## src/rtl/svpl_pkg.sv

```systemverilog
// ---------------------------------------------------------------------------
// svpl_pkg
// Shared constants and types for the stereo volume and peak limiter block.
// ---------------------------------------------------------------------------
package svpl_pkg;

  localparam int SAMPLE_BITS = 24;

  // Shared multiplier operand and product widths
  localparam int MUL_W  = 33;
  localparam int PROD_W = 2 * MUL_W;

  // APB register map, one 32-bit word per register
  localparam int APB_AW = 5;
  localparam int REG_IW = 3;

  localparam logic [REG_IW-1:0] REG_VOLUME_GAIN   = 3'd0;
  localparam logic [REG_IW-1:0] REG_MUTE          = 3'd1;
  localparam logic [REG_IW-1:0] REG_LIMITER_EN    = 3'd2;
  localparam logic [REG_IW-1:0] REG_CEILING_DB    = 3'd3;
  localparam logic [REG_IW-1:0] REG_ALPHA_ATTACK  = 3'd4;
  localparam logic [REG_IW-1:0] REG_ALPHA_RELEASE = 3'd5;
  localparam logic [REG_IW-1:0] REG_VOL_ALPHA     = 3'd6;

  // dB quantities in Q16 (1/65536 dB); CEIL_MIN is in Q8 (1/256 dB)
  localparam int ENV_MIN_Q16   = -3932160;
  localparam int DET_FLOOR_Q16 = -6553600;
  localparam int CEIL_MIN      = -6144;

  // log2 -> dB and dB -> log2 scale factors
  localparam int LOG2_TO_DB = 394566;
  localparam int DB_TO_LOG2 = 2786635;

  // Cubic 2^f approximation, Q16
  localparam int EXP_C3 = 5129;
  localparam int EXP_C2 = 14823;
  localparam int EXP_C1 = 45584;
  localparam int EXP_C0 = 65536;

endpackage

```

## src/rtl/svpl_mul.sv

```systemverilog
// ---------------------------------------------------------------------------
// svpl_mul
// Shared signed multiplier with a registered product.
// ---------------------------------------------------------------------------
module svpl_mul import svpl_pkg::*; (
  input  logic                     clk_i,
  input  logic signed [MUL_W-1:0]  a_i,
  input  logic signed [MUL_W-1:0]  b_i,
  output logic signed [PROD_W-1:0] p_o
);

  logic signed [PROD_W-1:0] p_q;

  always_ff @(posedge clk_i) begin
    p_q <= a_i * b_i;
  end

  assign p_o = p_q;

endmodule
```

## config.mk

```make
export PLATFORM = sky130hd
export DESIGN_NAME = svpl_mul
export DESIGN_NICKNAME = d
export VERILOG_FILES = /design/src/rtl/svpl_pkg.sv /design/src/rtl/svpl_mul.sv
export SDC_FILE = /design/constraint.sdc
export NUM_CORES = 2
export LEC_CHECK = 0
export BUFFER_PORTS_ARGS = -buffer_cell sky130_fd_sc_hd__buf_2
export CAP_MARGIN = 40
export CORE_MARGIN = 2
export CORE_UTILIZATION = 25
export DETAILED_ROUTE_END_ITERATION = 8
export PLACE_DENSITY = 0.38
export SETUP_SLACK_MARGIN = 0.15
export SLEW_MARGIN = 20
export SYNTH_ARGS = -nofsm -noshare
export SYNTH_HDL_FRONTEND = slang
export SYNTH_SLANG_ARGS = --single-unit
export TNS_END_PERCENT = 100
```

## constraint.sdc

```tcl
create_clock -name clk_i -period 8.7 [get_ports clk_i]
set_input_delay 0.435 -clock clk_i [delete_from_list [all_inputs] [get_ports clk_i]]
set_output_delay 0.435 -clock clk_i [all_outputs]
set_load 0.02 [all_outputs]
```

* Word-level counts from Yosys, hierarchy flattened
Cells that the tools add are included.
Storage, ports and cells: register bits after elaboration 66, logic and storage cells 2
Operators by class: $mul 1
Operators by type and width (count):
- 33-bit by 33-bit multiplier with 66-bit output | 1

* Longest topological paths before layout
depth in word-level cells 1, gate-level depth with buffers 27, depth with buffers taken out 26

* Least setup slack after synthesis
No wires, ideal clock.
path kind input-to-reg, start input a_i[32], end register p_q[62], in the netlist p_o[62], setup time 0.079 ns, data arrival time 7.592 ns, data required time 8.621 ns, setup slack 1.029 ns, stages on the path 23, path buffers 2, path through clkbuf_1 -> nand2_1 -> inv_1 -> fa_1 -> fa_1 -> fa_1 -> fa_1 -> fa_1 -> fa_1 -> fa_1 -> inv_1 -> fa_1 -> inv_1 -> ha_1 -> clkbuf_1 -> and3_1 -> nand3_1 -> nand2b_1 -> a2111oi_4 -> a211oi_4 -> a21o_2 -> a21o_1 -> a211oi_2
On the way: longest elaborated chain between the ends 1
RTL lines:
- start, declared | RTL line svpl_mul.sv:7 | input logic signed [MUL_W-1:0] a_i,
- 33-bit by 33-bit multiplier with 66-bit output | RTL line svpl_mul.sv:15 | p_q <= a_i * b_i;
- end signal, assigned | RTL line svpl_mul.sv:15
- end, declared | RTL line svpl_mul.sv:12 | logic signed [PROD_W-1:0] p_q;
No other way between the ends.

* Final worst setup path
start input a_i[20], end register p_q[48], in the netlist p_o[48]
Same word-level chain as after synthesis.

==> impl_results.md <==
- Status: finished, final reports clean
- Core area: 162000 sq um
- Post-synth net total: 5767
- Post-synth top area share: 56.3%
- Hold endpoint: p_o[0]$_DFF_P_
- Iteration-0 DRC Markers: 1237
- Worst EP required: 8.99 ns
- Gate Count Post-Synth: 4338
- Capturing element type of the critical path: flip-flop
- CTS max path bufs: 2
- Sink Count: 66
- Cts hold-fix bufs: 0
- Hold_sp: b_i[0]
- Pin count of the biggest net entering global routing: 34
- Async set-reset flop share out of synthesis: 0%
- Slew Limit Headroom: 42.9%
- Most used cell, CP: fa_1
- Fill count: 17700
- Die Y: 408 microns
- Layout cells sized above 1: 7.86%
- Most common library cells after synthesis: fa_1, inv_1, and2_1
- Most frequent cell after synthesis: fa_1
- Routed WL: 133000 microns
- Crit path time final: 7.90 ns
- Worst Tran Pin Value: 0.857 ns
- First-pass GRT wire length: 208000 microns
- DRC: 0
- Post-synth top area cell: fa_1
- Total Die Area: 166000 sq um
- Synth warnings: 0
- Setup violators final: 0
- Netlist cell types: 80
- CP max stage cell: fa_1
- Post-synth EDFFs: 0
- Max reg flops: 66
- Cells resized by post-CTS repair: 0
- Clock slew at reported path FFs: 0.08 ns
- Total CTS buffers: 9
- WS Path Type: in -> reg
- Main area contributors after synthesis: fa_1, inv_1, and2_1, ha_1, nand2_1
- Peak Freq: 127 MHz
- Tcrit/Tclk final: 90.8%
- Most used flip-flop cell after synthesis: dfxtp_1
- DR WL/cell: 20.2 microns
- DR vias/cell: 4.23
- Post-CTS Setup Inserts: 0
- # IOs: 133
- MaxCap Viol Count: 0
- Placer Congestion: 0.822
- Final Max Slew Viols: 0
- Post-synthesis register bit count: 66
- Slowest Stage Delay on Critical Path: 0.54 ns
- Die Span X: 408 microns
- Initial Util: 25.1%
- First-pass iteration count of the detailed router: 5
- Initial antenna violation count: 23
- Final hold viol count: 0
- TritonCTS clock tree: done
- Sequential fraction of the synthesis area: 3.24%
- Critical Path Fanout Max: 27
- Root buffer cell: clkbuf_16
- Total grt overflow: 0
- Total track usage: 16.8%
- Area Overhead vs Synth: 10.5%
- Synthesized area: 40700 sq um
- Antenna-violating nets left: 0
- Hold Crit Class: in -> reg
- Detailed Place HPWL: 115000 microns
- Startpoint types: input pin
- Worst hold path depth: 3
- DR vias: 28000
- Setup TNS: 0 ns
- RSZ-0062 raised after global routing: no
- Rows: 148
- # port buffers: 132
- WP data arrival: 8.18 ns
- Number of global-route vias before repair: 32200
- Nets: 5852
- CTS H-tree lvls: 3
- Avg Inst Size Synth: 9.39 sq um
[per-layer routing]
layer	part of all wire (%)	GRT usage, %	up-vias
li1	-	-	12500
met1	44	22.2	15000
met2	51	29.1	384
met3	3.3	2.26	105
met4	1.9	3.70	16
met5	0.082	0	-
[placed cells by master, fill, tap and decap left out, types with 12 or more instances in the layout]
master	count
fa_1	1144
nor2_1	68
inv_1	1131
nand2b_1	12
a21o_1	36
nand3_1	25
nand2_1	551
and2_1	562
dfxtp_1	66
buf_4	148
xnor2_1	43
ha_1	217
buf_12	14
xor2_1	25
buf_2	132
o21ai_0	25
a21oi_1	57
[worst max path at each step]
stage | from | endpoint
floorplan | a_i[32] | p_o[62]$_DFF_P_
global placement | b_i[14] | p_o[48]$_DFF_P_
detailed placement | a_i[21] | p_o[40]$_DFF_P_
CTS | a_i[21] | p_o[48]$_DFF_P_
global route | a_i[20] | p_o[53]$_DFF_P_
finish | a_i[20] | p_o[48]$_DFF_P_
[layout make-up]
cell class | instances | area [sq um] | share of cell area (%)
flip-flops and latches | 66 | 1320 | 2.94
clock buffers | 11 | 243 | 0.539
repair buffers | 295 | 2080 | 4.62
inverters | 1131 | 4250 | 9.43
multi-input cells | 2920 | 34300 | 76.2
clock inverters | 5 | 77.6 | 0.172
well taps | 2175 | 2720 | 6.05
diodes | 4 | 10.0 | 0.0222
[logic make-up after synthesis]
kind of cell	count (synthesis)	synth area share, %
compound gates	219	4.07
xor+xnor	68	1.46
fa+ha+maj	1362	62.9
buf+inv	1352	12.5
flops	66	3.24
simple gates	1271	15.8
[through the flow]
stage                     instances  setup WS (ns)  area (sq um)  utilization, %  hold WS [ns]
final                          6607          0.805         45000            27.8         0.666
after global routing           6604          0.495         45000            27.7         0.660
after CTS                      6599          0.711         44900            27.7         0.615
after detailed placement       6583          0.246         44600            27.5         0.852
after global placement         6582          0.130         44600            27.5         0.853
after floorplan                4338           1.03         40700               -         0.562
[worst max-delay path: cells and delay by family]
family | cells | cell delay, ns
adder cells (fa/ha/maj) | 9 | 4.59
buffers and inverters | 9 | 1.18
AO/OA/AOI/OAI | 3 | 1.01
AND/OR/NAND/NOR | 4 | 0.75
XOR/XNOR | 1 | 0.14
Power is left out: the tool's default activity adds up to more than one toggle a clock period on the data nets, which glitch-free logic cannot reach.
